===== src/hdl/linear_waypoint_interpolator_unit_macros.svh =====
// Assertion macros shared by the waypoint interpolator RTL.
// Included by modules that carry concurrent checks; no other dependencies.
`ifndef LINEAR_WAYPOINT_INTERPOLATOR_UNIT_MACROS_SVH
`define LINEAR_WAYPOINT_INTERPOLATOR_UNIT_MACROS_SVH
`ifndef SYNTHESIS
`define LWI_ASSERT(lbl, clk, rst, prop) \
   lbl: assert property (@(posedge clk) disable iff (rst) (prop)) \
      else $error("lwi check failed");
`define LWI_ASSERT_IMP(lbl, clk, rst, ante, cons) \
   lbl: assert property (@(posedge clk) disable iff (rst) (ante) |-> (cons)) \
      else $error("lwi check failed");
`else
`define LWI_ASSERT(lbl, clk, rst, prop)
`define LWI_ASSERT_IMP(lbl, clk, rst, ante, cons)
`endif
`endif


===== src/hdl/lwi_pkg.sv =====
// Package for the waypoint interpolator: constants, shared types and helpers.
// No dependencies; used by every module of the block but lwi_div.
`timescale 1ns / 1ps
package lwi_pkg;

   localparam int MAX_SEG_DEF = 32;

   localparam logic [1:0] CFG_LIN  = 2'd0;
   localparam logic [1:0] CFG_ANG  = 2'd1;
   localparam logic [1:0] CFG_STEP = 2'd2;

   localparam logic [23:0] LIN_RST  = 24'd65536;
   localparam logic [23:0] ANG_RST  = 24'd5898240;
   localparam logic [23:0] STEP_RST = 24'd32768;

   localparam logic [1:0] KIND_ECHO  = 2'd0;
   localparam logic [1:0] KIND_PIECE = 2'd1;
   localparam logic [1:0] KIND_TURN  = 2'd2;

   localparam logic [21:0] DEG_PER_RAD = 22'd3754936;
   localparam logic signed [27:0] HALF_PI_Q24 = 28'sd26353589;
   localparam logic signed [27:0] PI_Q16 = 28'sd205887;
   localparam logic [39:0] TIME_MAX = 40'hFF_FFFF_FFFF;

   typedef struct packed {
      logic [23:0] lin;
      logic [23:0] ang;
      logic [23:0] step;
   } cfg_type;

   typedef struct packed {
      logic        echo;
      logic        move;
      logic        turn;
      logic        clamp;
      logic [5:0]  n;
      logic [31:0] x1;
      logic [31:0] y1;
      logic [18:0] h1;
      logic [31:0] px;
      logic [31:0] py;
      logic        neg_x;
      logic        neg_y;
      logic [32:0] qx;
      logic [5:0]  rx;
      logic [32:0] qy;
      logic [5:0]  ry;
      logic [18:0] yaw;
      logic [39:0] tacc;
      logic [49:0] qd;
      logic [29:0] rd;
      logic [29:0] den;
      logic [39:0] tfin;
   } job_type;

   function automatic logic [23:0] atan_entry(input logic [4:0] i);
      logic [23:0] v;
      case (i)
         5'd0:    v = 24'd13176795;
         5'd1:    v = 24'd7778716;
         5'd2:    v = 24'd4110060;
         5'd3:    v = 24'd2086331;
         5'd4:    v = 24'd1047214;
         5'd5:    v = 24'd524117;
         5'd6:    v = 24'd262123;
         5'd7:    v = 24'd131069;
         5'd8:    v = 24'd65536;
         5'd9:    v = 24'd32768;
         5'd10:   v = 24'd16384;
         5'd11:   v = 24'd8192;
         5'd12:   v = 24'd4096;
         5'd13:   v = 24'd2048;
         5'd14:   v = 24'd1024;
         5'd15:   v = 24'd512;
         5'd16:   v = 24'd256;
         5'd17:   v = 24'd128;
         5'd18:   v = 24'd64;
         5'd19:   v = 24'd32;
         5'd20:   v = 24'd16;
         5'd21:   v = 24'd8;
         5'd22:   v = 24'd4;
         5'd23:   v = 24'd2;
         default: v = 24'd0;
      endcase
      return v;
   endfunction

   function automatic logic [39:0] sat_add(input logic [39:0] a, input logic [63:0] b);
      logic [64:0] s;
      s = {25'd0, a} + {1'b0, b};
      return (s > {25'd0, TIME_MAX}) ? TIME_MAX : s[39:0];
   endfunction

endpackage


===== src/hdl/lwi_queue.sv =====
// Two-entry job queue between front and back end.
// Uses lwi_pkg::job_type and the assertion macros.
`timescale 1ns / 1ps
`include "linear_waypoint_interpolator_unit_macros.svh"
module lwi_queue (
   input  logic             clock,
   input  logic             reset,
   input  logic             push,
   input  lwi_pkg::job_type wdata,
   output logic             full,
   input  logic             pop,
   output lwi_pkg::job_type rdata,
   output logic             empty
);
   lwi_pkg::job_type mem_ff [2];
   logic       wp_ff, rp_ff;
   logic [1:0] cnt_ff;

   assign full  = (cnt_ff == 2'd2);
   assign empty = (cnt_ff == 2'd0);
   assign rdata = mem_ff[rp_ff];

   always_ff @(posedge clock) begin
      if (reset) begin
         wp_ff  <= 1'b0;
         rp_ff  <= 1'b0;
         cnt_ff <= 2'd0;
      end else begin
         if (push) begin
            wp_ff <= ~wp_ff;
         end
         if (pop) begin
            rp_ff <= ~rp_ff;
         end
         cnt_ff <= cnt_ff + {1'b0, push} - {1'b0, pop};
      end
   end

   always_ff @(posedge clock) begin
      if (push) begin
         mem_ff[wp_ff] <= wdata;
      end
   end

   `LWI_ASSERT(a_q_no_overflow, clock, reset, !(push && full))
   `LWI_ASSERT(a_q_no_underflow, clock, reset, !(pop && empty))

endmodule


===== config.mk =====
export PLATFORM = sky130hd
export DESIGN_NAME = lwi_queue
export DESIGN_NICKNAME = d
export VERILOG_FILES = /design/src/hdl/lwi_pkg.sv /design/src/hdl/lwi_queue.sv
export VERILOG_INCLUDE_DIRS = /design/src /design/src/hdl
export SDC_FILE = /design/constraint.sdc
export NUM_CORES = 1
export LEC_CHECK = 0
export ABC_AREA = 1
export BUFFER_PORTS_ARGS = -buffer_cell sky130_fd_sc_hd__buf_2
export CAP_MARGIN = 20
export CORE_MARGIN = 5
export CORE_UTILIZATION = 25
export CTS_BUF_LIST = sky130_fd_sc_hd__clkbuf_8
export CTS_CLUSTER_SIZE = 8
export DETAILED_ROUTE_END_ITERATION = 10
export PLACE_DENSITY_LB_ADDON = 0.08
export SLEW_MARGIN = 40
export SYNTH_ARGS = -nofsm -noshare
export SYNTH_HDL_FRONTEND = slang
export SYNTH_SLANG_ARGS = --single-unit

===== constraint.sdc =====
create_clock -name clock -period 25 [get_ports clock]
set_input_delay 3.75 -clock clock [delete_from_list [all_inputs] [get_ports clock]]
set_output_delay 3.75 -clock clock [all_outputs]
set_load 0.005 [all_outputs]

## Yosys cells after proc, flatten, opt, wreduce, memory -nomap -nowiden

Memories as Yosys holds them, arrays and structs flattened. A register that Yosys moved wholly into a read port is not among the register bits.
Index checks and enable logic that the tools add are counted.

| operators by class | value |
|---|---|
| add/subtract/negate cells | 2 |
| multiply operators | 0 |
| divide/modulo/power cells | 0 |
| $lt $le $gt $ge | 0 |
| eq/ne operators | 1 |
| shift-type cells | 0 |
| muxes and demuxes | 4 |
| bitwise gates (word level) | 2 |
| reduce and logical (&&, ||, !) cells | 1 |

Operators by type and width:

| cell | count |
|---|---|
| $mux W1 | 4 |
| $add A2 B1 Y2 | 1 |
| $eq A2 B2 Y1 const B | 1 |
| $logic_not A2 Y1 | 1 |
| $not A1 Y1 | 2 |
| $sub A2 B1 Y2 | 1 |

| word-level totals | value |
|---|---|
| register bits after elaboration | 4 |
| bits in latches | 0 |
| bits in writable memories | 892 |
| ROM bits | 0 |
| input port bits | 450 |
| logic and storage cells | 14 |
| memories kept | 1 |

Memory list:

| memory | depth | width | rd ports | clocked after memory_dff | wr ports | line | RTL |
|---|---|---|---|---|---|---|---|
| mem_ff | 2 | 446 | 1 | 1 | 1 | lwi_queue.sv:15 | `lwi_pkg::job_type mem_ff [2];` |

## Depth between registers and ports, before layout

| logic depth | value |
|---|---|
| word-level depth | 3 |
| gate-level depth with buffers | 9 |
| mapped depth without buffers | 9 |

## Worst setup path before layout

No wires, ideal clock.

| timing | value |
|---|---|
| path kind | input-to-reg |
| start point | in push |
| end point | mem mem_ff[0][0] in the netlist's numbering, enable pin |
| setup time | 1.278 ns |
| arrival time | 22.410 ns |
| data required time | 23.722 ns |
| setup slack | 1.313 ns |
| stages | 2 |
| cell sequence | inv_1 -> nor2_1 |

| between the ends | value |
|---|---|
| longest elaborated chain between the ends | 2 |

Ends and longest elaborated chain:

| what | line | RTL |
|---|---|---|
| from (decl) | lwi_queue.sv:8 | `input logic push,` |
| $mux W1 | lwi_queue.sv:40 | `if (push) begin` |
| $mux W1 (not written as such) | lwi_queue.sv:41 | `mem_ff[wp_ff] <= wdata;` |
| to (decl) | lwi_queue.sv:15 |  |

Every way passes these cells.

==> impl_results.rst <==
.. list-table::
   :header-rows: 1

   * - Metric
     - Value
   * - Run status
     - finished clean
   * - CP arrival
     - 4.10 ns
   * - Placer Congestion
     - 0.7818
   * - Most common cell after layout, fill and taps aside
     - sky130_fd_sc_hd__buf_2
   * - Total congestion overflow after global routing
     - 0
   * - Setup repair bufs after CTS
     - 0
   * - Setup-failing EPs final
     - 0
   * - Share of power burned in registers
     - 52.6%
   * - Global-route wire length before repair
     - 131200 um
   * - Post-synth design cell area
     - 32750 sq um
   * - Worst path most repeated cell
     - sky130_fd_sc_hd__buf_16
   * - Area occupied by registers
     - 26890 sq um
   * - Proportion of power drawn by combinational gates
     - 10.1%
   * - Startpoint type of the worst setup path
     - flop
   * - Proportion of total power due to net switching
     - 24.03%
   * - Yosys top cell area share
     - 81.80%
   * - Net Switching
     - 0.8063 mW
   * - Highest net fanout along the worst path
     - 70
   * - Detailed-routing iteration count for the pre-antenna-repair pass
     - 4
   * - End-of-flow core utilization
     - 32.55%
   * - Cell taking the most area after synthesis
     - sky130_fd_sc_hd__edfxtp_1
   * - Combined area of the multi-input logic cells
     - 5274 sq um
   * - Detailed-route vias per instance
     - 3.986
   * - Starting density of the core
     - 25.22%
   * - Average wire length per cell after detail routing
     - 21.96 um
   * - Vias in the first global route
     - 19140
   * - DIE AREA
     - 138300 sq um
   * - Horiz. Die Dim
     - 371.9 um
   * - Boundary Pins
     - 898
   * - Count of standard-cell rows
     - 132
   * - Number of register bits inferred by synthesis
     - 897
   * - # resized after CTS
     - 0
   * - Final Non-Filler Cells
     - 4369
   * - Hpwl dp
     - 68330 um
   * - Clock power share
     - 37.3%
   * - Leakage power figure
     - 15.71 nW
   * - Synth warn
     - 0
   * - Count of different cell masters after synthesis
     - 14
   * - Syn nets
     - 1871
   * - Buffers & Inverters on Critical Path
     - 5
   * - Syn_area_per_cell
     - 23.08 sq um
   * - Area of the core
     - 129800 sq um
   * - Clock latency at the later pin of the worst-skew pair
     - 0.82 ns
   * - Required time of the critical path
     - 21.25 ns
   * - Number of buffers on the longest clock path
     - 3
   * - Clock tree root driver cell
     - sky130_fd_sc_hd__clkbuf_8
   * - Routed wire length
     - 95950 um
   * - Clock slew seen by the registers of the worst setup and hold paths
     - 0.05 ns
   * - GR Util All Layers
     - 13.28%
   * - Total placed cells including tap cells
     - 4026
   * - Routed via count
     - 17420
   * - Slew at the pin closest to its max-slew limit
     - 0.7860 ns
   * - Final Power
     - 3.355 mW
   * - Clock buffers created by TritonCTS
     - 165
   * - Final-report max-slew violation count
     - 0
   * - Int Power
     - 2.549 mW
   * - Worst Setup Path Type
     - flop to primary output
   * - Gate count of the mapped netlist
     - 1419
   * - Count of input and output buffers
     - 897
   * - Largest net degree at the start of global routing
     - 112
   * - Drt initial violations
     - 677
   * - Critical-path cell list
     - buf_6 > buf_12 > buf_16 > buf_16 > mux2_2 > buf_2
   * - Most area-consuming cells after synthesis
     - sky130_fd_sc_hd__edfxtp_1 82%, sky130_fd_sc_hd__mux2_2 14%, sky130_fd_sc_hd__mux2_4 1.8%, sky130_fd_sc_hd__buf_6 1.7%, sky130_fd_sc_hd__dfxtp_1 0.31%
   * - TritonCTS clock tree
     - done
   * - Seq/Total Area, Yosys
     - 82.11%
   * - Share of the clock period used by the worst path
     - 31.39%
   * - Pre-CTS setup slack
     - 17.65 ns
   * - Slack of the critical path
     - 17.15 ns
   * - Commonest cells after routing, fill and taps aside
     - 897 x sky130_fd_sc_hd__buf_2, 892 x sky130_fd_sc_hd__edfxtp_1, 403 x sky130_fd_sc_hd__mux2_2, 167 x sky130_fd_sc_hd__clkbuf_8, 69 x sky130_fd_sc_hd__inv_1
   * - Number of hold violations in the final report
     - 0
   * - Fraction of final layout cells with drive strength greater than 1
     - 60.12%
   * - Max stage delay on crit path
     - 0.80 ns
   * - Height of the die
     - 371.9 um
   * - Final min period
     - 7.847 ns
   * - Number of max-capacitance violations reported
     - 0
   * - Post-route DRC violation count
     - 0
   * - Power density of the placed cells
     - 79.41 nW/um^2
   * - Antenna-violating nets left
     - 0
   * - Nets@finish
     - 2903
   * - Endpoint kind of the worst setup timing path
     - primary output
   * - Number of fill cells
     - 12800
   * - Relative max-transition margin
     - 47.60%
   * - Sinks on Clock Net
     - 897
   * - Cts-stage hold buffer count
     - 0
   * - Setup TNS after final layout
     - 0 ns
   * - Fmax
     - 127.4 MHz
   * - Growth of design area from synthesis to finish
     - 29.03%
   * - Unrepaired setup endpoints after global routing
     - false
   * - Class of the tightest hold or removal check
     - flop to flop
   * - Critical path's slowest cell
     - sky130_fd_sc_hd__dfxtp_4
   * - H-Tree Depth
     - 4
   * - Clk_skew
     - 0.03886 ns
   * - CP top delay family
     - buffers and inverters
   * - Number of antenna violations at the first check in global routing
     - 76
   * - Largest voltage drop on the vdd net
     - 0.04302 mV
==> final cells by class <==
type                    instances  share of cell area, %
flip-flops and latches        897                  63.64
clock buffers                 167                  5.440
clock inverters               134                  1.558
repair buffers                915                  11.37
diodes                         42                 0.2487
well taps                    1742                  5.159
inverters                       8                 0.1007
multi-input cells             464                  12.48
==> path summary, 6_finish.rpt <==
kind	depth (start not counted)	endpoint	from	slack [ns]
hold reg to reg	2	flop	rp_ff$_SDFFE_PP0P_	0.52
setup reg to reg	5	mem_ff[1][284]$_DFFE_PP_	wp_ff$_SDFFE_PP0P_	21.53
hold / removal	2	flop	rp_ff$_SDFFE_PP0P_	0.52
setup / recovery	6	rdata[321]	flop	17.15
==> flip-flops by register name, summed over array words and instances, names as in the netlist, named ones only <==
register,count
mem_ff,892
cnt_ff,2
rp_ff,1
wp_ff,1
==> power groups by stage <==
stage,logic (mW),clock network [mW],registers (mW)
2_1_floorplan,0.173,0,1.83
3_3_place_gp,0.346,0,1.79
3_5_place_dp,0.352,0,1.80
4_1_cts,0.354,1.32,1.76
5_1_grt,0.369,1.40,1.77
6_report,0.339,1.25,1.76
==> synthesized netlist by cell type (all sizes together) <==
cell	n
xnor2	1
nand2	4
edfxtp	892
nor2	8
a21oi	1
buf	50
mux2	446
ha	2
dfxtp	5
nand3	1
inv	8
nor3	1
==> kinds of logic (layout without fill, tap and decap cells) <==
group	after synthesis	in the layout	share of synthesized area, %
flops	897	897	82.11
mux	446	446	15.80
buf+inv	58	1224	1.811
simple gates	14	14	0.1681
fa+ha+maj	2	2	0.07641
compound gates	1	1	0.01527
xor+xnor	1	1	0.02675
other cells	0	42	0
==> worst reg2reg max path, delay by kind of cell, from the launching register on <==
family	cells	cell delay [ns]
flip-flops	1	0.39
AND/OR/NAND/NOR	1	0.20
buffers and inverters	4	2.43
==> layer usage <==
layer  vias up  wire length, um  track usage [%]  part of all wire [%]
met3       208            10090            6.780                    11
met4        30             2098            4.609                   2.2
met1      8621            31530            12.46                    33
met5         -              169                0                  0.18
met2       702            52060            24.69                    54
li1       7856                -                -                     -
==> stage by stage <==
step	hold slack, ns	area (sq um)
after floorplan	0.4799	32750
after global routing	0.5959	42180
after global placement	0.5010	39020
after detailed placement	0.5088	39190
after CTS	0.5233	42140
final	0.5156	42250
Note: power is estimated with default switching activity, not from simulation.
