--- src/hdl/linear_waypoint_interpolator_unit_macros.svh ---
// Assertion macros shared by the waypoint interpolator RTL.
// Included by modules that carry concurrent checks; no other dependencies.
`ifndef LINEAR_WAYPOINT_INTERPOLATOR_UNIT_MACROS_SVH
`define LINEAR_WAYPOINT_INTERPOLATOR_UNIT_MACROS_SVH
`ifndef SYNTHESIS
`define LWI_ASSERT(lbl, clk, rst, prop) \
   lbl: assert property (@(posedge clk) disable iff (rst) (prop)) \
      else $error("lwi check failed");
`define LWI_ASSERT_IMP(lbl, clk, rst, ante, cons) \
   lbl: assert property (@(posedge clk) disable iff (rst) (ante) |-> (cons)) \
      else $error("lwi check failed");
`else
`define LWI_ASSERT(lbl, clk, rst, prop)
`define LWI_ASSERT_IMP(lbl, clk, rst, ante, cons)
`endif
`endif

--- src/hdl/lwi_pkg.sv ---
// Package for the waypoint interpolator: constants, shared types and helpers.
// No dependencies; used by every module of the block but lwi_div.
`timescale 1ns / 1ps
package lwi_pkg;

   localparam int MAX_SEG_DEF = 32;

   localparam logic [1:0] CFG_LIN  = 2'd0;
   localparam logic [1:0] CFG_ANG  = 2'd1;
   localparam logic [1:0] CFG_STEP = 2'd2;

   localparam logic [23:0] LIN_RST  = 24'd65536;
   localparam logic [23:0] ANG_RST  = 24'd5898240;
   localparam logic [23:0] STEP_RST = 24'd32768;

   localparam logic [1:0] KIND_ECHO  = 2'd0;
   localparam logic [1:0] KIND_PIECE = 2'd1;
   localparam logic [1:0] KIND_TURN  = 2'd2;

   localparam logic [21:0] DEG_PER_RAD = 22'd3754936;
   localparam logic signed [27:0] HALF_PI_Q24 = 28'sd26353589;
   localparam logic signed [27:0] PI_Q16 = 28'sd205887;
   localparam logic [39:0] TIME_MAX = 40'hFF_FFFF_FFFF;

   typedef struct packed {
      logic [23:0] lin;
      logic [23:0] ang;
      logic [23:0] step;
   } cfg_type;

   typedef struct packed {
      logic        echo;
      logic        move;
      logic        turn;
      logic        clamp;
      logic [5:0]  n;
      logic [31:0] x1;
      logic [31:0] y1;
      logic [18:0] h1;
      logic [31:0] px;
      logic [31:0] py;
      logic        neg_x;
      logic        neg_y;
      logic [32:0] qx;
      logic [5:0]  rx;
      logic [32:0] qy;
      logic [5:0]  ry;
      logic [18:0] yaw;
      logic [39:0] tacc;
      logic [49:0] qd;
      logic [29:0] rd;
      logic [29:0] den;
      logic [39:0] tfin;
   } job_type;

   function automatic logic [23:0] atan_entry(input logic [4:0] i);
      logic [23:0] v;
      case (i)
         5'd0:    v = 24'd13176795;
         5'd1:    v = 24'd7778716;
         5'd2:    v = 24'd4110060;
         5'd3:    v = 24'd2086331;
         5'd4:    v = 24'd1047214;
         5'd5:    v = 24'd524117;
         5'd6:    v = 24'd262123;
         5'd7:    v = 24'd131069;
         5'd8:    v = 24'd65536;
         5'd9:    v = 24'd32768;
         5'd10:   v = 24'd16384;
         5'd11:   v = 24'd8192;
         5'd12:   v = 24'd4096;
         5'd13:   v = 24'd2048;
         5'd14:   v = 24'd1024;
         5'd15:   v = 24'd512;
         5'd16:   v = 24'd256;
         5'd17:   v = 24'd128;
         5'd18:   v = 24'd64;
         5'd19:   v = 24'd32;
         5'd20:   v = 24'd16;
         5'd21:   v = 24'd8;
         5'd22:   v = 24'd4;
         5'd23:   v = 24'd2;
         default: v = 24'd0;
      endcase
      return v;
   endfunction

   function automatic logic [39:0] sat_add(input logic [39:0] a, input logic [63:0] b);
      logic [64:0] s;
      s = {25'd0, a} + {1'b0, b};
      return (s > {25'd0, TIME_MAX}) ? TIME_MAX : s[39:0];
   endfunction

endpackage

--- src/hdl/lwi_back.sv ---
// Back end: expands a queued job into start, piece and turn transactions
// through an output register. Uses lwi_pkg and the assertion macros.
`timescale 1ns / 1ps
`include "linear_waypoint_interpolator_unit_macros.svh"
module lwi_back (
   input  logic             clock,
   input  logic             reset,
   input  logic             q_empty,
   input  lwi_pkg::job_type q_data,
   output logic             q_pop,
   output logic             rsp_valid,
   input  logic             rsp_stall,
   output logic [31:0]      rsp_out_x,
   output logic [31:0]      rsp_out_y,
   output logic [18:0]      rsp_out_heading,
   output logic [39:0]      rsp_out_time,
   output logic [1:0]       rsp_point_kind,
   output logic             rsp_last,
   output logic             rsp_clamped
);
   localparam logic [1:0] PH_ECHO  = 2'd0;
   localparam logic [1:0] PH_PIECE = 2'd1;
   localparam logic [1:0] PH_TURN  = 2'd2;

   lwi_pkg::job_type job_ff, job_in;
   logic        active_ff, active_in;
   logic [1:0]  phase_ff, phase_in;
   logic [5:0]  k_ff, k_in;
   logic [32:0] xq_ff, xq_in, yq_ff, yq_in;
   logic [5:0]  xr_ff, xr_in, yr_ff, yr_in;
   logic [56:0] tq_ff, tq_in;
   logic [29:0] tr_ff, tr_in;
   logic        vld_ff, vld_in;
   logic [31:0] ox_ff, ox_in, oy_ff, oy_in;
   logic [18:0] oh_ff, oh_in;
   logic [39:0] ot_ff, ot_in;
   logic [1:0]  ok_ff, ok_in;
   logic        ol_ff, ol_in, oc_ff, oc_in;

   logic        load;
   logic [6:0]  xr_s, yr_s;
   logic        xc, yc, tc;
   logic [30:0] tr_s;
   logic [32:0] xq_n, yq_n;
   logic [56:0] tq_n;
   logic [31:0] xm, ym;

   always_comb begin
      load  = active_ff && (!vld_ff || !rsp_stall);
      q_pop = !active_ff && !q_empty;

      xr_s = {1'b0, xr_ff} + {1'b0, job_ff.rx};
      xc   = xr_s >= {1'b0, job_ff.n};
      xq_n = xq_ff + job_ff.qx + 33'(xc);
      yr_s = {1'b0, yr_ff} + {1'b0, job_ff.ry};
      yc   = yr_s >= {1'b0, job_ff.n};
      yq_n = yq_ff + job_ff.qy + 33'(yc);
      tr_s = {1'b0, tr_ff} + {1'b0, job_ff.rd};
      tc   = tr_s >= {1'b0, job_ff.den};
      tq_n = tq_ff + 57'(job_ff.qd) + 57'(tc);
      xm   = job_ff.neg_x ? (~xq_n[31:0] + 32'd1) : xq_n[31:0];
      ym   = job_ff.neg_y ? (~yq_n[31:0] + 32'd1) : yq_n[31:0];

      job_in = job_ff;  active_in = active_ff;  phase_in = phase_ff;  k_in = k_ff;
      xq_in = xq_ff;  xr_in = xr_ff;  yq_in = yq_ff;  yr_in = yr_ff;
      tq_in = tq_ff;  tr_in = tr_ff;
      ox_in = ox_ff;  oy_in = oy_ff;  oh_in = oh_ff;  ot_in = ot_ff;
      ok_in = ok_ff;  ol_in = ol_ff;  oc_in = oc_ff;
      vld_in = vld_ff && rsp_stall;

      if (q_pop) begin
         job_in    = q_data;
         active_in = 1'b1;
         phase_in  = q_data.echo ? PH_ECHO : (q_data.move ? PH_PIECE : PH_TURN);
         k_in      = 6'd1;
         xq_in     = '0;
         xr_in     = q_data.n >> 1;
         yq_in     = '0;
         yr_in     = q_data.n >> 1;
         tq_in     = '0;
         tr_in     = q_data.den >> 1;
      end

      if (load) begin
         vld_in = 1'b1;
         case (phase_ff)
            PH_PIECE: begin
               ox_in = job_ff.px + xm;
               oy_in = job_ff.py + ym;
               oh_in = job_ff.yaw;
               ot_in = lwi_pkg::sat_add(job_ff.tacc, 64'(tq_n));
               ok_in = lwi_pkg::KIND_PIECE;
               oc_in = job_ff.clamp;
               ol_in = (k_ff == job_ff.n) && !job_ff.turn;
               xq_in = xq_n;
               xr_in = xc ? 6'(xr_s - {1'b0, job_ff.n}) : xr_s[5:0];
               yq_in = yq_n;
               yr_in = yc ? 6'(yr_s - {1'b0, job_ff.n}) : yr_s[5:0];
               tq_in = tq_n;
               tr_in = tc ? 30'(tr_s - {1'b0, job_ff.den}) : tr_s[29:0];
               k_in  = k_ff + 6'd1;
               if (k_ff == job_ff.n) begin
                  if (job_ff.turn) begin
                     phase_in = PH_TURN;
                  end else begin
                     active_in = 1'b0;
                  end
               end
            end
            PH_TURN: begin
               ox_in = job_ff.x1;
               oy_in = job_ff.y1;
               oh_in = job_ff.h1;
               ot_in = job_ff.tfin;
               ok_in = lwi_pkg::KIND_TURN;
               oc_in = job_ff.clamp;
               ol_in = 1'b1;
               active_in = 1'b0;
            end
            default: begin
               ox_in = job_ff.x1;
               oy_in = job_ff.y1;
               oh_in = job_ff.h1;
               ot_in = job_ff.tfin;
               ok_in = lwi_pkg::KIND_ECHO;
               oc_in = 1'b0;
               ol_in = 1'b1;
               active_in = 1'b0;
            end
         endcase
      end
   end

   always_ff @(posedge clock) begin
      if (reset) begin
         active_ff <= 1'b0;
         vld_ff    <= 1'b0;
      end else begin
         active_ff <= active_in;
         vld_ff    <= vld_in;
      end
   end

   always_ff @(posedge clock) begin
      job_ff <= job_in;  phase_ff <= phase_in;  k_ff <= k_in;
      xq_ff <= xq_in;  xr_ff <= xr_in;  yq_ff <= yq_in;  yr_ff <= yr_in;
      tq_ff <= tq_in;  tr_ff <= tr_in;
      ox_ff <= ox_in;  oy_ff <= oy_in;  oh_ff <= oh_in;  ot_ff <= ot_in;
      ok_ff <= ok_in;  ol_ff <= ol_in;  oc_ff <= oc_in;
   end

   assign rsp_valid       = vld_ff;
   assign rsp_out_x       = ox_ff;
   assign rsp_out_y       = oy_ff;
   assign rsp_out_heading = oh_ff;
   assign rsp_out_time    = ot_ff;
   assign rsp_point_kind  = ok_ff;
   assign rsp_last        = ol_ff;
   assign rsp_clamped     = oc_ff;

   `LWI_ASSERT_IMP(a_k_range, clock, reset, active_ff && (phase_ff == PH_PIECE), (k_ff != 6'd0) && (k_ff <= job_ff.n))

endmodule
--- config.mk ---
export PLATFORM = sky130hd
export DESIGN_NAME = lwi_back
export DESIGN_NICKNAME = d
export VERILOG_FILES = /design/src/hdl/lwi_pkg.sv /design/src/hdl/lwi_back.sv
export VERILOG_INCLUDE_DIRS = /design/src /design/src/hdl
export SDC_FILE = /design/constraint.sdc
export NUM_CORES = 1
export LEC_CHECK = 0
export BUFFER_PORTS_ARGS = -buffer_cell sky130_fd_sc_hd__buf_2
export CORE_ASPECT_RATIO = 0.75
export CORE_MARGIN = 2
export CORE_UTILIZATION = 50
export DETAILED_ROUTE_END_ITERATION = 6
export PLACE_DENSITY = 0.7
export SLEW_MARGIN = 20
export SYNTH_ARGS = -nofsm -noshare
export SYNTH_HDL_FRONTEND = slang
export SYNTH_SLANG_ARGS = --single-unit
--- constraint.sdc ---
create_clock -name clock -period 34.9 [get_ports clock]
set_clock_uncertainty 0.2 [all_clocks]
set_input_delay 1.745 -clock clock [delete_from_list [all_inputs] [get_ports clock]]
set_output_delay 1.745 -clock clock [all_outputs]
set_load 0.01 [all_outputs]
== Yosys cells after proc, flatten, opt, wreduce, memory -nomap -nowiden ==
Cells that the tools add are included.

* Flip-flop bits (word level): 746
* Output and inout bits: 129
* Logic and storage cells: 120

* $add $sub $neg: 18
* $lt $le $gt $ge: 4
* Eq/ne operators: 3
* Mux-type cells: 45
* Bitwise operators: 2
* Reductions and logical operators: 11

{| class="wikitable"
|+ Operator list
! operator !! count
|-
| $mux 33 || 6
|-
| $mux 57 || 3
|-
| $mux 32 || 4
|-
| $mux 30 || 4
|-
| $mux 40 || 2
|-
| $add 33x1->33 || 2
|-
| $add 33x33->33 || 2
|-
| $mux 6 || 11
|-
| $add 32x1->32 const B || 2
|-
| $add 32x32->32 || 2
|-
| $not 32->32 || 2
|-
| $add 40x57->58 || 1
|-
| $gt 58x40->1 const B || 1
|-
| $add 57x1->57 || 1
|-
| $add 57x50->57 || 1
|-
| $add 30x30->31 || 1
|-
| $ge 31x30->1 || 1
|-
| $sub 30x30->30 || 1
|-
| $mux 19 || 1
|-
| $add 6x6->7 || 2
|-
| $ge 7x6->1 || 2
|-
| $mux 2 || 7
|-
| $sub 6x6->6 || 2
|-
| $add 6x1->6 const B || 1
|-
| other kinds (9) || 21
|}

== Depth between registers and ports, before layout ==
* Depth in word-level cells: 8
* Gate-level depth with buffers: 52
* Depth with buffers taken out: 49

== Least setup slack after synthesis ==
Ideal clock, no wire load.

* Path type: input port to flip-flop
* From: in q_empty
* To: reg yr_ff[5]
* Arrival time: 16.539 ns
* Required time: 34.564 ns
* Setup slack: 18.025 ns
* Stages: 6
* Cell sequence: or2_2 > clkbuf_1 > inv_1 > clkbuf_1 > nor2_1 > a32o_1

* Cells in the longest elaborated chain, start to end: 5

{| class="wikitable"
|+ Ends and longest elaborated chain
! element !! RTL line !! text
|-
| start, declared || lwi_back.sv:8 || <nowiki>input logic q_empty,</nowiki>
|-
| $logic_not 1->1 (*) || lwi_back.sv:50 || <nowiki>q_pop = !active_ff && !q_empty;</nowiki>
|-
| $logic_and 1x1->1 (*) || lwi_back.sv:50 ||
|-
| named net q_pop || lwi_back.sv:10 || <nowiki>output logic q_pop,</nowiki>
|-
| $mux 6 (*) || lwi_back.sv:71 || <nowiki>if (q_pop) begin</nowiki>
|-
| $mux 6 || lwi_back.sv:86 || <nowiki>case (phase_ff)</nowiki>
|-
| $mux 6 (*) || lwi_back.sv:84 || <nowiki>if (load) begin</nowiki>
|-
| named net yr_in[5] || lwi_back.sv:30 || <nowiki>logic [5:0] xr_ff, xr_in, yr_ff, yr_in;</nowiki>
|-
| end signal, assigned || lwi_back.sv:146 || <nowiki>xq_ff <= xq_in; xr_ff <= xr_in; yq_ff <= yq_in; yr_ff <= yr_in;</nowiki>
|-
| end, declared || lwi_back.sv:30 ||
|}

Mark *: on every way through the listed nets, which the timed path passes. The rest lies on a longest branch.
A chain may end at the register's enable or synchronous reset.

== Worst setup path in the final report ==
* From: reg job_ff[71] (netlist bit)
* To: reg ot_ff[7] (netlist: rsp_out_time[7]), data pin

* Cells in the longest elaborated chain, start to end: 7

{| class="wikitable"
|+ Ends and longest elaborated chain
! element !! RTL line !! text
|-
| start, declared || lwi_back.sv:25 || <nowiki>lwi_pkg::job_type job_ff, job_in;</nowiki>
|-
| start signal, assigned || lwi_back.sv:145 || <nowiki>job_ff <= job_in; phase_ff <= phase_in; k_ff <= k_in;</nowiki>
|-
| $add 30x30->31 (*) || lwi_back.sv:58 || <nowiki>tr_s = {1'b0, tr_ff} + {1'b0, job_ff.rd};</nowiki>
|-
| $ge 31x30->1 (*) || lwi_back.sv:59 || <nowiki>tc = tr_s >= {1'b0, job_ff.den};</nowiki>
|-
| $add 57x1->57 (*) || lwi_back.sv:60 || <nowiki>tq_n = tq_ff + 57'(job_ff.qd) + 57'(tc);</nowiki>
|-
| $add 40x57->58 (*) || lwi_pkg.sv:90 || <nowiki>s = {25'd0, a} + {1'b0, b};</nowiki>
|-
| $gt 58x40->1 || lwi_pkg.sv:91 || <nowiki>return (s > {25'd0, TIME_MAX}) ? TIME_MAX : s[39:0];</nowiki>
|-
| $mux 40 (*) || lwi_pkg.sv:91 ||
|-
| $mux 40 (*) || lwi_back.sv:86 ||
|-
| end signal, assigned || lwi_back.sv:148 || <nowiki>ox_ff <= ox_in; oy_ff <= oy_in; oh_ff <= oh_in; ot_ff <= ot_in;</nowiki>
|-
| end, declared || lwi_back.sv:36 || <nowiki>logic [39:0] ot_ff, ot_in;</nowiki>
|}

Mark *: on every way between the ends. The rest lies on a longest branch, timed or not.

==> impl_metrics.env <==
export IMPL_tightest_slew_ns=1.087
export IMPL_hold_end="yq_ff[13]"
export IMPL_synthCells=3862
export IMPL_hp_start="yq_ff[13]"
export IMPL_maxSlewHeadroom=0.2754
export IMPL_worst_path_largest_cell_delay_ns=0.97
export IMPL_drt_total_wl_microns=111100
export IMPL_highest_layer="met5"
export IMPL_avgSynthCellArea_sq_um=10.72
export IMPL_htree_levels=3
export IMPL_layout_commonest_cell="buf_2"
export IMPL_ff2ff_path_depth=43
export IMPL_synth_ff_latch_count=742
export IMPL_finalPower_mw=2.880
export IMPL_wl_per_cell_microns=19.78
export IMPL_numCtsBuffers=78
export IMPL_synth_edf_count=569
export IMPL_wl_met1_microns=51320
export IMPL_final_area_sq_um=48040
export IMPL_cts_tree="yes"
export IMPL_timing_critical_path_fanout_max=37
export IMPL_worstHoldPathType="reg -> reg"
export IMPL_hold_buffers=0
export IMPL_hold_depth=2
export IMPL_ys_warn_count=0
export IMPL_final_cell_mix="576 x buf_2, 569 x edfxtp_1, 359 x nand2_1"
export IMPL_rrSetupSlack_ns=20.90
export IMPL_dp_hpwl_microns=82260
export IMPL_grt_pass1_vias=30064
export IMPL_reg2reg_from="job_ff[71]"
export IMPL_groute_usage_overall=0.2529
export IMPL_fmax_ghz=0.07145
export IMPL_crit_top_cell="a21oi_1"
export IMPL_crit_type="reg -> reg"
export IMPL_violations="design-rule violations"
export IMPL_antenna_found_initial=16
export IMPL_fin_crit_sh=0.4010
export IMPL_fp_coreArea_sq_um=82090
export IMPL_required_ns=35.01
export IMPL_timing_rr_end="rsp_out_time[7]"
export IMPL_post_dp_cell_area_sq_um=45390
export IMPL_syn_area_sq_um=41400
export IMPL_cts_setup_buffers=0
export IMPL_gp_congestion=0.9073
export IMPL_die_w_microns=336.3
export IMPL_dieArea_sq_um=85150
export IMPL_worstPathArrival_ns=14.11
export IMPL_drc=1
export IMPL_maxCapViolCount=0
export IMPL_timing_final_crit_period_ns=14.00
export IMPL_layout_cells_non_filler=5614
export IMPL_initial_core_util=0.5044
export IMPL_clkLatencyLatePin_ns=0.64
export IMPL_outcome="complete, but fails checks"
export IMPL_grt_pass1_wl_microns=167900
export IMPL_grt_max_degree=98
export IMPL_finalSetupTns_ns=0
export IMPL_leakage_nw=19.97
export IMPL_p_per_area_nw_per_um2=59.95
export IMPL_dp_cells=5458
export IMPL_drt_pre_antenna_iters=7
export IMPL_hold_ws_ns=0.2547
export IMPL_wl_met2_microns=49860
export IMPL_final_hold_viol_count=0
export IMPL_ir_worst_vdd_mv=0.04315
export IMPL_nets=5187
export IMPL_critPathLaunchType="register"
export IMPL_syn2layout_area_growth_pct=16.03
export IMPL_clockRootBuffer="clkbuf_16"
export IMPL_drtIter0Drc=2673
export IMPL_critPathSlowestCell="and3_2"
export IMPL_end_kind="register"
export IMPL_synthArstFlopShare=0
export IMPL_die_y_microns=253.2
export IMPL_grt_setup_unrepaired="false"
export IMPL_final_layout_size_suffix_gt1_frac=0.1937
export IMPL_cts_sinks=742
export IMPL_clockBufferDepth=3
export IMPL_io_pins=579
export IMPL_synth_distinct_cells=109
export IMPL_slew_viol_final=0
export IMPL_clkSlewWorstSetupHoldPaths_ns=0.06
export IMPL_cts_resized=0
export IMPL_avgViaCountPerCell=5.653
export IMPL_syn_nets=4627
export IMPL_vias=31734
export IMPL_drtAntennaViolNets=0
export IMPL_numPortBuffers=576
export IMPL_synth_seq_area_share=0.4963
export IMPL_wl_met3_microns=7560
export IMPL_num_rows=91
export IMPL_yosys_most_used_dff="edfxtp_1"
export IMPL_grt_overflow=0
export IMPL_setup_viol=0
==> worst max path at each step <==
stage / start / to / depth (start not counted) / slack (ns)
global route: job_ff[71] / rsp_out_time[7] / 43 / 20.19
detailed placement: job_ff[71] / rsp_out_time[7] / 43 / 21.35
global placement: job_ff[71] / rsp_out_time[3] / 43 / 21.56
floorplan: q_empty / yr_ff[5] / 6 / 18.02
CTS: job_ff[71] / rsp_out_time[7] / 43 / 21.25
finish: job_ff[71] / rsp_out_time[7] / 43 / 20.90
==> cells by family after synthesis <==
kind of cell             after synthesis  synth area share
adder cells (fa/ha/maj)              315           0.09791
multiplexers                         102           0.02668
flip-flops                           742            0.4963
buffers and inverters                262           0.02544
AO/OA/AOI/OAI                       1035            0.1593
AND/OR/NAND/NOR                     1088            0.1267
XOR/XNOR                             318           0.06760
==> state kept, by name (all words and copies together) (netlist names), 6 cells and up <==
register / cells
job_ff: 442
tq_ff: 57
rsp_out_time: 40
rsp_out_x: 32
rsp_out_y: 32
xq_ff: 32
yq_ff: 32
tr_ff: 30
rsp_out_heading: 19
k_ff: 6
xr_ff: 6
yr_ff: 6
==> cell usage after synthesis (6+ instances only) <==
library cell / number / share of area
a211o_1: 10 / 0.0021
edfxtp_1: 569 / 0.41
mux2i_1: 35 / 0.0085
buf_1: 10 / 0.00091
fa_1: 15 / 0.0073
dfxtp_1: 173 / 0.084
and2_1: 15 / 0.0023
o211ai_1: 26 / 0.0047
or2_2: 18 / 0.0027
or3_1: 51 / 0.0077
inv_1: 143 / 0.013
nand2b_1: 34 / 0.0051
o21ai_0: 238 / 0.029
o31a_1: 12 / 0.0025
a21oi_1: 314 / 0.038
ha_1: 300 / 0.091
o2111ai_1: 12 / 0.0025
xor2_1: 107 / 0.023
nor3_1: 66 / 0.0080
o31ai_1: 29 / 0.0053
a211oi_1: 42 / 0.0076
o21bai_1: 41 / 0.0074
clkbuf_1: 95 / 0.0086
a21o_1: 123 / 0.022
and3_1: 20 / 0.0030
nand3_1: 181 / 0.022
a31oi_1: 33 / 0.0050
a31o_2: 7 / 0.0015
a21boi_0: 7 / 0.0013
xnor2_1: 210 / 0.044
nor4_1: 9 / 0.0014
o41ai_1: 6 / 0.0013
nand4_1: 40 / 0.0060
nor2b_1: 35 / 0.0053
nor2_1: 208 / 0.019
o21a_1: 42 / 0.0076
mux2_2: 67 / 0.018
a311oi_1: 6 / 0.0013
a21oi_2: 12 / 0.0025
nand3b_1: 7 / 0.0013
nand2_1: 360 / 0.033
==> through the flow <==
| stage | utilization | setup slack, ns |
|---|---|---|
| final | 0.5852 | 20.90 |
| after CTS | 0.5848 | 21.25 |
| after detailed placement | 0.5529 | 21.35 |
| after global routing | 0.5851 | 20.19 |
| after floorplan | - | 18.02 |
| after global placement | 0.5529 | 21.56 |
==> cell type report <==
cell class | count | area [sq um]
Timing Repair Buffer | 598 | 3052
Clock inverter | 45 | 441.7
Multi-Input combinational cell | 2858 | 19850
Clock buffer | 99 | 2177
Tap cell | 1116 | 1396
Fill cell | 6935 | 34050
Sequential cell | 742 | 20550
Antenna cell | 12 | 30.03
Inverter | 144 | 548.0
==> routing by layer <==
layer,up-vias,GRT usage
met4,8,0.06406
met2,960,0.3935
met3,153,0.04717
met5,-,0
li1,15494,-
met1,15119,0.3634
==> critical path, delay by kind of cell, from the launching register on <==
kind / cells / cell delay, ns
buf+inv: 1 / 0.06
flops: 1 / 0.39
xor+xnor: 2 / 0.21
fa+ha+maj: 5 / 1.94
simple gates: 11 / 3.54
compound gates: 24 / 7.28
==> power by group <==
part           total [mW]  leakage, nW  switching, mW  internal [mW]
Combinational       0.967         11.9          0.568          0.400
Clock               0.858         1.28          0.367          0.491
Sequential           1.05         6.84         0.0272           1.03
(Power assumes the default switching activity.)
